**config.mk**
```make
export PLATFORM = sky130hd
export DESIGN_NAME = limit_order_matcher
export DESIGN_NICKNAME = d
export VERILOG_FILES = /design/src/rtl/lom_pkg.sv /design/src/rtl/lom_book_ram.sv /design/src/rtl/lom_seq.sv /design/src/rtl/limit_order_matcher.sv
export SDC_FILE = /design/constraint.sdc
export NUM_CORES = 2
export LEC_CHECK = 0
export BUFFER_PORTS_ARGS = -buffer_cell sky130_fd_sc_hd__buf_2
export CAP_MARGIN = 25
export CORE_UTILIZATION = 55
export CTS_BUF_LIST = sky130_fd_sc_hd__clkbuf_8
export DETAILED_ROUTE_END_ITERATION = 6
export PLACE_DENSITY = 0.72
export SYNTH_ARGS = -nofsm -noshare
export SYNTH_HDL_FRONTEND = slang
export SYNTH_HIERARCHICAL = 1
export SYNTH_SLANG_ARGS = --single-unit
```
**constraint.sdc**
```tcl
create_clock -name clk -period 10.67 [get_ports clk]
set_input_delay 1.067 -clock clk [delete_from_list [all_inputs] [get_ports clk]]
set_output_delay 1.067 -clock clk [all_outputs]
set_load 0.03 [all_outputs]
```
**src/rtl/lom_pkg.sv**
```systemverilog
// Shared types and constants for the limit order matcher.
// Holds the word formats, the book entry layout, the memory request and the sequencer states.
// No dependencies.
package lom_pkg;

	localparam int BOOK_DEPTH = 16;
	localparam int IDX_W = (BOOK_DEPTH > 1) ? $clog2(BOOK_DEPTH) : 1;
	localparam int CNT_W = $clog2(BOOK_DEPTH + 1);

	localparam logic [1:0] KIND_FILL   = 2'd0;
	localparam logic [1:0] KIND_ACK    = 2'd1;
	localparam logic [1:0] KIND_REJECT = 2'd2;

	localparam logic MODE_NEW    = 1'b0;
	localparam logic MODE_CANCEL = 1'b1;
	localparam logic SIDE_BUY    = 1'b0;

	typedef struct packed {
		logic        mode;
		logic [8:0]  trader_no;
		logic [30:0] order_no;
		logic        side;
		logic [19:0] price;
		logic [15:0] quantity;
	} order_word_t;

	typedef struct packed {
		logic [1:0]  result_kind;
		logic [8:0]  out_trader;
		logic [30:0] out_order;
		logic        out_side;
		logic [19:0] out_price;
		logic [15:0] out_quantity;
		logic [15:0] filled_amount;
		logic        last;
	} result_word_t;

	typedef struct packed {
		logic [30:0] order_no;
		logic [8:0]  trader_no;
		logic        side;
		logic [19:0] price;
		logic [15:0] remaining;
	} entry_t;

	typedef struct packed {
		logic             rd_en;
		logic [IDX_W-1:0] rd_addr;
		logic             wr_en;
		logic [IDX_W-1:0] wr_addr;
		entry_t           wr_data;
	} ram_req_t;

	typedef enum logic [3:0] {
		ST_IDLE,
		ST_RD,
		ST_EV,
		ST_AGG,
		ST_REST,
		ST_ACK,
		ST_FINISH,
		ST_REJ,
		ST_FLUSH
	} seq_state_t;

endpackage

```
**src/rtl/lom_book_ram.sv**
```systemverilog
// Book entry memory: one write port and one read port with registered read data.
// Depends on lom_pkg for the entry layout and the request struct.
module lom_book_ram
	import lom_pkg::*;
(
	input  logic     clk,
	input  ram_req_t req,
	output entry_t   rd_data
);

	entry_t mem [BOOK_DEPTH];
	entry_t rd_data_q;

	always_ff @(posedge clk) begin
		if (req.wr_en) begin
			mem[req.wr_addr] <= req.wr_data;
		end
	end

	always_ff @(posedge clk) begin
		if (req.rd_en) begin
			rd_data_q <= mem[req.rd_addr];
		end
	end

	assign rd_data = rd_data_q;

endmodule

```
**src/rtl/lom_seq.sv**
```systemverilog
// Matching sequencer: scans the book memory slot by slot, builds fills, acks and rejects.
// Keeps the slot valid bits and holds back one result until it is known whether it is the last.
// Depends on lom_pkg.
module lom_seq
	import lom_pkg::*;
(
	input  logic         clk,
	input  logic         arst_n,
	input  logic         order_valid,
	output logic         order_stall,
	input  order_word_t  order_word,
	output ram_req_t     ram_req,
	input  entry_t       rd_data,
	input  logic         out_rdy,
	output logic         push,
	output result_word_t push_word
);

	seq_state_t       state_q, state_d;
	logic [CNT_W-1:0] idx_q, idx_d;
	logic [15:0]      left_q, left_d;
	order_word_t      item_q, item_d;
	logic [BOOK_DEPTH-1:0] valid_q, valid_d;
	logic             pend_valid_q, pend_valid_d;
	result_word_t     pend_q, pend_d;

	logic [IDX_W-1:0] slot;
	logic             crosses;
	logic             opposite;
	logic [15:0]      take;
	logic [IDX_W-1:0] free_idx;
	logic             free_any;
	logic             gen;
	result_word_t     gen_word;
	logic             scan_done;

	assign slot = idx_q[IDX_W-1:0];
	assign opposite = rd_data.side != item_q.side;
	assign crosses = (item_q.side == SIDE_BUY) ? (item_q.price >= rd_data.price)
		: (item_q.price <= rd_data.price);
	assign take = (left_q < rd_data.remaining) ? left_q : rd_data.remaining;
	assign free_any = ~&valid_q;
	assign scan_done = (idx_q == CNT_W'(BOOK_DEPTH))
		|| ((item_q.mode == MODE_NEW) && (left_q == 16'd0));
	assign order_stall = state_q != ST_IDLE;

	always_comb begin
		free_idx = '0;
		for (int i = BOOK_DEPTH - 1; i >= 0; i--) begin
			if (!valid_q[i]) begin
				free_idx = IDX_W'(i);
			end
		end
	end

	always_ff @(posedge clk or negedge arst_n) begin
		if (!arst_n) begin
			state_q      <= ST_IDLE;
			valid_q      <= '0;
			pend_valid_q <= 1'b0;
		end else begin
			state_q      <= state_d;
			valid_q      <= valid_d;
			pend_valid_q <= pend_valid_d;
		end
	end

	always_ff @(posedge clk) begin
		idx_q  <= idx_d;
		left_q <= left_d;
		item_q <= item_d;
		pend_q <= pend_d;
	end

	always_comb begin
		state_d      = state_q;
		idx_d        = idx_q;
		left_d       = left_q;
		item_d       = item_q;
		valid_d      = valid_q;
		pend_valid_d = pend_valid_q;
		pend_d       = pend_q;
		ram_req      = '0;
		gen          = 1'b0;
		gen_word     = '0;
		push         = 1'b0;
		push_word    = pend_q;
		unique case (state_q)
			ST_IDLE: begin
				if (order_valid) begin
					item_d = order_word;
					idx_d  = '0;
					left_d = order_word.quantity;
					if (order_word.mode == MODE_CANCEL || order_word.quantity != 16'd0) begin
						state_d = ST_RD;
					end
				end
			end
			ST_RD: begin
				if (scan_done) begin
					state_d = ST_FINISH;
				end else if (!valid_q[slot]) begin
					idx_d = idx_q + CNT_W'(1);
				end else begin
					ram_req.rd_en   = 1'b1;
					ram_req.rd_addr = slot;
					state_d         = ST_EV;
				end
			end
			ST_EV: begin
				if (item_q.mode == MODE_CANCEL) begin
					if (rd_data.order_no == item_q.order_no) begin
						state_d = ST_ACK;
					end else begin
						idx_d   = idx_q + CNT_W'(1);
						state_d = ST_RD;
					end
				end else if (opposite && crosses) begin
					state_d = ST_AGG;
				end else begin
					idx_d   = idx_q + CNT_W'(1);
					state_d = ST_RD;
				end
			end
			ST_AGG: begin
				if (out_rdy) begin
					gen      = 1'b1;
					gen_word = '{KIND_FILL, item_q.trader_no, item_q.order_no, item_q.side,
						rd_data.price, item_q.quantity, take, 1'b0};
					state_d  = ST_REST;
				end
			end
			ST_REST: begin
				if (out_rdy) begin
					gen      = 1'b1;
					gen_word = '{KIND_FILL, rd_data.trader_no, rd_data.order_no, rd_data.side,
						rd_data.price, rd_data.remaining, take, 1'b0};
					ram_req.wr_en   = 1'b1;
					ram_req.wr_addr = slot;
					ram_req.wr_data = rd_data;
					ram_req.wr_data.remaining = rd_data.remaining - take;
					if (rd_data.remaining == take) begin
						valid_d[slot] = 1'b0;
					end
					left_d  = left_q - take;
					idx_d   = idx_q + CNT_W'(1);
					state_d = ST_RD;
				end
			end
			ST_ACK: begin
				if (out_rdy) begin
					gen      = 1'b1;
					gen_word = '{KIND_ACK, item_q.trader_no, item_q.order_no, item_q.side,
						item_q.price, rd_data.remaining, 16'd0, 1'b0};
					valid_d[slot] = 1'b0;
					state_d  = ST_FLUSH;
				end
			end
			ST_FINISH: begin
				if (item_q.mode == MODE_CANCEL) begin
					state_d = ST_REJ;
				end else if (left_q == 16'd0) begin
					state_d = ST_FLUSH;
				end else if (free_any) begin
					ram_req.wr_en   = 1'b1;
					ram_req.wr_addr = free_idx;
					ram_req.wr_data = '{item_q.order_no, item_q.trader_no, item_q.side,
						item_q.price, left_q};
					valid_d[free_idx] = 1'b1;
					state_d = ST_FLUSH;
				end else begin
					state_d = ST_REJ;
				end
			end
			ST_REJ: begin
				if (out_rdy) begin
					gen      = 1'b1;
					gen_word = '{KIND_REJECT, item_q.trader_no, item_q.order_no, item_q.side,
						item_q.price, left_q, 16'd0, 1'b0};
					state_d  = ST_FLUSH;
				end
			end
			ST_FLUSH: begin
				if (!pend_valid_q) begin
					state_d = ST_IDLE;
				end else if (out_rdy) begin
					push           = 1'b1;
					push_word.last = 1'b1;
					pend_valid_d   = 1'b0;
					state_d        = ST_IDLE;
				end
			end
			default: begin
				state_d = ST_IDLE;
			end
		endcase
		if (gen) begin
			push         = pend_valid_q;
			pend_d       = gen_word;
			pend_valid_d = 1'b1;
		end
	end

	assert property (@(posedge clk) disable iff (!arst_n) push |-> out_rdy)
		else $error("Result pushed while the output register is full.");

	assert property (@(posedge clk) disable iff (!arst_n)
		(ram_req.rd_en && ram_req.wr_en) |-> (ram_req.rd_addr != ram_req.wr_addr))
		else $error("Book memory read and written at the same entry.");

	assert property (@(posedge clk) disable iff (!arst_n)
		(state_q == ST_REST || state_q == ST_ACK) |-> valid_q[slot])
		else $error("Trade or cancel on a slot that is not occupied.");

	assert property (@(posedge clk) disable iff (!arst_n)
		(state_q != ST_IDLE && $past(state_q) != ST_IDLE) |-> (left_q <= $past(left_q)))
		else $error("Open quantity grew during an order.");

endmodule

```
**src/rtl/limit_order_matcher.sv**
```systemverilog
// Limit order matcher top level: sequencer, book memory and the result output register.
// Depends on lom_pkg, lom_book_ram and lom_seq.
// A zero-quantity new order ends when its word is taken. Otherwise the sequencer walks the slots,
// skips empty ones, reads and evaluates each occupied one and emits two fills per trade; then it
// rests the remainder or rejects the order, and a cancel is answered with an ack or a reject.
// Reset clears the slot valid bits at once; no clearing pass runs and words are taken right after.
module limit_order_matcher
	import lom_pkg::*;
(
	input  logic         clk,
	input  logic         arst_n,
	input  logic         order_valid,
	output logic         order_stall,
	input  order_word_t  order_word,
	output logic         result_valid,
	input  logic         result_stall,
	output result_word_t result_word
);

	ram_req_t     ram_req;
	entry_t       rd_data;
	logic         out_rdy;
	logic         push;
	result_word_t push_word;
	logic         result_valid_q;
	result_word_t result_word_q;

	assign out_rdy = !result_valid_q || !result_stall;

	lom_book_ram u_ram (
		.clk     (clk),
		.req     (ram_req),
		.rd_data (rd_data)
	);

	lom_seq u_seq (
		.clk         (clk),
		.arst_n      (arst_n),
		.order_valid (order_valid),
		.order_stall (order_stall),
		.order_word  (order_word),
		.ram_req     (ram_req),
		.rd_data     (rd_data),
		.out_rdy     (out_rdy),
		.push        (push),
		.push_word   (push_word)
	);

	always_ff @(posedge clk or negedge arst_n) begin
		if (!arst_n) begin
			result_valid_q <= 1'b0;
		end else if (out_rdy) begin
			result_valid_q <= push;
		end
	end

	always_ff @(posedge clk) begin
		if (out_rdy && push) begin
			result_word_q <= push_word;
		end
	end

	assign result_valid = result_valid_q;
	assign result_word  = result_word_q;

endmodule
```
After elaboration in Yosys (flattened, before gate mapping). Memories as Yosys holds them, arrays and structs flattened. A register that Yosys moved wholly into a read port is not among the register bits. Cells that the tools add are included.

$add $sub $neg: 3. Magnitude comparators: 7. Eq/ne operators: 28. Mux-type cells: 85. Bitwise gates (word level): 4. Reductions and logical operators: 26.

Operators with widths (count): $pmux W96 S4 (1); $mux W82 (4); $mux W94 (2); $pmux W82 S2 (1); $mux W16 (9); $mux W4 (29); $mux W96 (1); $mux W95 (1); $mux W5 (10); $pmux W16 S3 (1); $pmux W16 S2 (1); $pmux W4 S8 (1); $sub A16 B16 Y16 (2); $eq A31 B31 Y1 (1); $reduce_and A7 Y1 (3); $ge A20 B20 Y1 (1); $le A20 B20 Y1 (1); $pmux W5 S4 (1); $mux W1 (18); $ne A2 B2 Y1 const B (9); $and A16 B16 Y16 (1); $eq A16 B16 Y1 (1); $eq A4 B3 Y1 const B (4); $logic_not A16 Y1 (1); 33 further kinds (49).

Register bits after elaboration: 313. Bits in writable memories: 1232. Bits of input ports: 82. Output and inout bits: 98. Logic and storage cells: 182. Memories kept: 1.

Memories: u_ram.mem (words 16, bits a word 77, rd ports 1, clocked after Yosys merged registers in 1, write ports 1, line lom_book_ram.sv:11) `entry_t mem [BOOK_DEPTH];`.

Logic depth before layout (Yosys ltp).
Depth after elaboration: 25. Mapped depth: 18. Depth with buffers taken out: 18.

Modules after synthesis. The synthesis kept the hierarchy.

Modules (own cells, without submodules): lom_book_ram (times used 1, cells each 1978, area each 48346.4 µm²); lom_seq (times used 1, cells each 1152, area each 12528.3 µm²); limit_order_matcher (times used 1, cells each 100, area each 2930.3 µm²).

Least setup slack after synthesis. OpenSTA, ideal clock, no wires.

Kind: input to register. Start point: input result_stall. End point: memory u_ram/mem[0][0] in the netlist's numbering, enable pin. Arrival: 7.391 ns. Slack: 2.672 ns. Stages: 8. Cells stage by stage: nand2_1 inv_2 nor2_2 buf_2 nand2_1 o21ai_0 or3b_1 nor3_1.

RTL lines: start, declared (line limit_order_matcher.sv:16) `input logic result_stall,`; end, declared (line lom_book_ram.sv:11).

==> Implementation_results.wiki <==
{| class="wikitable"
! Metric !! Value
|-
| Outcome || complete, but fails checks
|-
| Failing checks || design-rule violations
|-
| EDFF count, synth || 1599
|-
| Die outline width || 342.6 µm
|-
| Flop and latch count out of synthesis || 1621
|-
| Number of different library cells in the post-synthesis netlist || 83
|-
| Floorplan core area || 0.1147 mm²
|-
| Post-route fraction of the period consumed by the critical path || 0.4978
|-
| Clk sink count || 1621
|-
| Slowest stage delay, CP || 970 ps
|-
| Path type of the worst setup path || reg -> reg
|-
| Final routed DRC violation total || 12
|-
| H-tree depth reported by CTS || 4
|-
| Final Hold Viols || 0
|-
| Final #Nets || 3750
|-
| Shortest clock period the worst path allows after layout || 5311 ps
|-
| Proportion of layout cells with a drive suffix above 1 || 0.2474
|-
| Syn Std Cell Area || 0.06380 mm²
|-
| Master cell of the clock root buffer || clkbuf_8
|-
| Final setup slack of the worst path || 5359 ps
|-
| Number of failing setup endpoints in the final timing report || 0
|-
| Via-to-Cell Ratio || 6.273
|-
| Clock Tree Buf Depth || 3
|-
| Required @ worst endpoint || 11170 ps
|-
| Number of antenna violations at the first check in global routing || 4
|-
| Max-cap check violation count || 0
|-
| CTS resizes || 0
|-
| Count of TritonRoute iterations in the first routing pass || 7
|-
| CP Capture Type || flop
|-
| Estimated wirelength of the detail-placed design || 85.21 mm
|-
| Unrepaired setup endpoints after global routing || false
|-
| Predominant post-synthesis flop cell || edfxtp_1
|-
| Setup slack at placement || 4942 ps
|-
| Maximum number of pins on one net before global-route repair || 139
|-
| Overall fraction of global-route tracks in use || 0.2536
|-
| Placer's final routability congestion estimate || 0.8776
|-
| Asr flop ratio synth || 0.01357
|-
| Element type at the critical path start || flop
|-
| Clock tree from TritonCTS || done
|-
| Clock buffer count from CTS || 240
|-
| Post-synthesis sequential area ratio || 0.7612
|-
| Mean Syn Cell Area || 19.75 µm²
|-
| Grt ovf || 0
|-
| Aggregate negative setup slack || 0 ps
|-
| Global-route wire length before repair || 217.6 mm
|-
| Endpoint arrival time on the critical path || 5810 ps
|-
| Fillers || 7781
|-
| Max FO, Critical Path || 51
|-
| Slew at the pin closest to its max-slew limit || 1079 ps
|-
| Syn Inst Count || 3230
|-
| Sequential standard cell area || 0.04857 mm²
|-
| Die area || 0.1174 mm²
|-
| Path class of the lowest-slack min-delay path || in -> async
|-
| Total power per unit cell area || 254.6 mW/mm²
|-
| Count of buffers added by post-CTS timing repair for setup || 0
|-
| Area used by multi-input combinational logic || 0.01444 mm²
|-
| Number of warnings reported in the yosys synthesis log || 6
|-
| Leading cell type in the layout, fill and taps excluded || edfxtp_1
|-
| Height of the die || 342.6 µm
|-
| Sequence of cells on the critical path || nand2b_4 -> or3_1 -> buf_4 -> nor2_4 -> buf_4 -> nand2_1 -> o21ai_0 -> nand3_1 -> nor2_4 -> buf_4
|-
| Via count || 33330
|-
| Final worst clock skew || 64.42 ps
|-
| Cell with the biggest individual delay on the critical path || nor2_4
|-
| I/O Pins || 180
|-
| Post-synth net total || 3384
|-
| Peak clock frequency supported by timing || 188.3 MHz
|-
| Vias in the first global route || 33420
|-
| Final slew viol count || 0
|-
| Clock latency at the later pin of the worst-skew pair || 910 ps
|-
| Number of port buffers || 179
|-
| Peak supply drop || 0.1533 mV
|-
| Relative slew slack || 0.2807
|-
| Number of standard-cell rows in the floorplan || 124
|-
| Detail Route Antenna Nets || 0
|-
| Iteration-0 DRC count of the detailed router || 3850
|-
| Total length of routed wires || 146.6 mm
|-
| Number of hold-repair buffers added at the cts stage || 0
|-
| Area growth from synthesis to final layout || 11.87%
|-
| Most used cell along the critical path || buf_4
|-
| Commonest non-fill, non-tap cells in the layout || 1599 x edfxtp_1, 312 x mux4_2, 242 x clkbuf_8
|-
| Per-cell routed wire length || 27.59 µm
|-
| Pleak || 23.64 nW
|-
| Initial core utilization || 0.5565
|-
| Clk pin slew, worst setup/hold paths || 70 ps
|}
==> worst paths after layout <==
check / end / start / depth (start not counted) / slack, ps
max in group asynchronous: u_seq/valid_q[14]$_DFFE_PN0P_ / arst_n / 1 / 10100
worst min-delay path: u_seq/valid_q[3]$_DFFE_PN0P_ / arst_n / 1 / 150
worst max-delay path: u_ram/mem[13][42]$_DFFE_PP_ / u_seq/state_q[2]$_DFFE_PN0P_ / 10 / 5360
worst max register to register: u_ram/mem[13][42]$_DFFE_PP_ / u_seq/state_q[2]$_DFFE_PN0P_ / 10 / 5360
min in group clk: u_seq/item_q[61]$_DFFE_PP_ / order_word[61] / 1 / 330
worst min register to register: result_word[69]$_DFFE_PP_ / u_seq/push_word[69]$_DFFE_PP_ / 0 / 400
==> cell families after synthesis <==
| group | count (synthesis) | synth area share |
|---|---|---|
| DFF | 1621 | 0.7612 |
| muxes | 331 | 0.1131 |
| buffers and inverters | 218 | 0.01549 |
| xor gates and xnor gates | 56 | 0.007687 |
| adders and majority gates | 72 | 0.01435 |
| AOI/OAI and AO/OA | 508 | 0.05669 |
| and+or+nand+nor | 424 | 0.03145 |
==> flip-flops by register name, indices dropped and copies added, names as in the netlist <==
register            count
u_seq/idx_q             5
result_word            96
u_seq/state_q           4
result_valid            1
u_seq/push_word        95
u_seq/pend_valid_q      1
u_seq/valid_q          16
u_seq/left_q           16
u_ram/rd_data          77
u_ram/mem            1232
u_seq/item_q           78
==> stage by stage <==
step	hold slack, ps	std cells	power (mW)	instance area, µm²	utilization
final	148.8	5313	18.17	71380	0.6226
after global routing	147.9	5313	18.97	71380	0.6226
after CTS	100.8	5306	18.24	71290	0.6218
after detailed placement	404.5	4860	13.60	66820	0.5828
after global placement	400.1	4856	13.50	66760	0.5822
after floorplan	400.3	3230	12.02	63800	-
==> cells in the mapped netlist, types with 6 or more instances <==
| cell type | count | share of area |
|---|---|---|
| a21o_1 | 15 | 0.0018 |
| a21oi_1 | 40 | 0.0031 |
| a22o_1 | 88 | 0.012 |
| a22oi_1 | 175 | 0.021 |
| and2_1 | 8 | 0.00078 |
| buf_1 | 10 | 0.00059 |
| buf_2 | 43 | 0.0034 |
| buf_6 | 15 | 0.0026 |
| clkbuf_1 | 83 | 0.0049 |
| dfrtp_1 | 22 | 0.0086 |
| edfxtp_1 | 1599 | 0.75 |
| ha_1 | 70 | 0.014 |
| inv_1 | 65 | 0.0038 |
| mux2i_1 | 17 | 0.0027 |
| mux4_2 | 312 | 0.11 |
| nand2_1 | 212 | 0.012 |
| nand2b_1 | 16 | 0.0016 |
| nand3_1 | 18 | 0.0014 |
| nand4_1 | 18 | 0.0018 |
| nor2_1 | 75 | 0.0044 |
| nor2b_1 | 12 | 0.0012 |
| nor3_1 | 14 | 0.0011 |
| nor4_1 | 14 | 0.0014 |
| o21a_1 | 6 | 0.00071 |
| o21ai_0 | 110 | 0.0086 |
| o21ai_1 | 11 | 0.00086 |
| o22ai_1 | 7 | 0.00069 |
| xnor2_1 | 18 | 0.0025 |
| xor2_1 | 38 | 0.0052 |
==> area by class of cell <==
type                    count  share of cell area
repair buffers            276             0.02479
clock buffers             242             0.04666
clock inverters           204             0.01586
well taps                1512             0.02650
multi-input cells        1391              0.2022
diodes                      1          0.00003506
flip-flops and latches   1621              0.6804
inverters                  66            0.003506
==> worst max-delay path, delay by kind of cell, from the launching register on <==
kind / cells / cell delay (ps)
simple gates: 6 / 2260
buf+inv: 3 / 1550
flops: 1 / 660
compound gates: 1 / 410
==> power breakdown <==
group	internal, mW	total [mW]	switching (mW)
combinational	1.72	4.86	3.14
sequential	8.24	8.65	0.400
clock	2.34	4.66	2.33
total	12.3	18.2	5.87
==> metal layers <==
layer	part of all wire	up-vias	GRT usage
li1	-	14090	-
met1	0.41	17350	0.3703
met2	0.48	1692	0.3993
met3	0.091	198	0.04350
met4	0.021	0	0.07115
met5	0	-	0
Note: power is estimated with default switching activity, not from simulation.
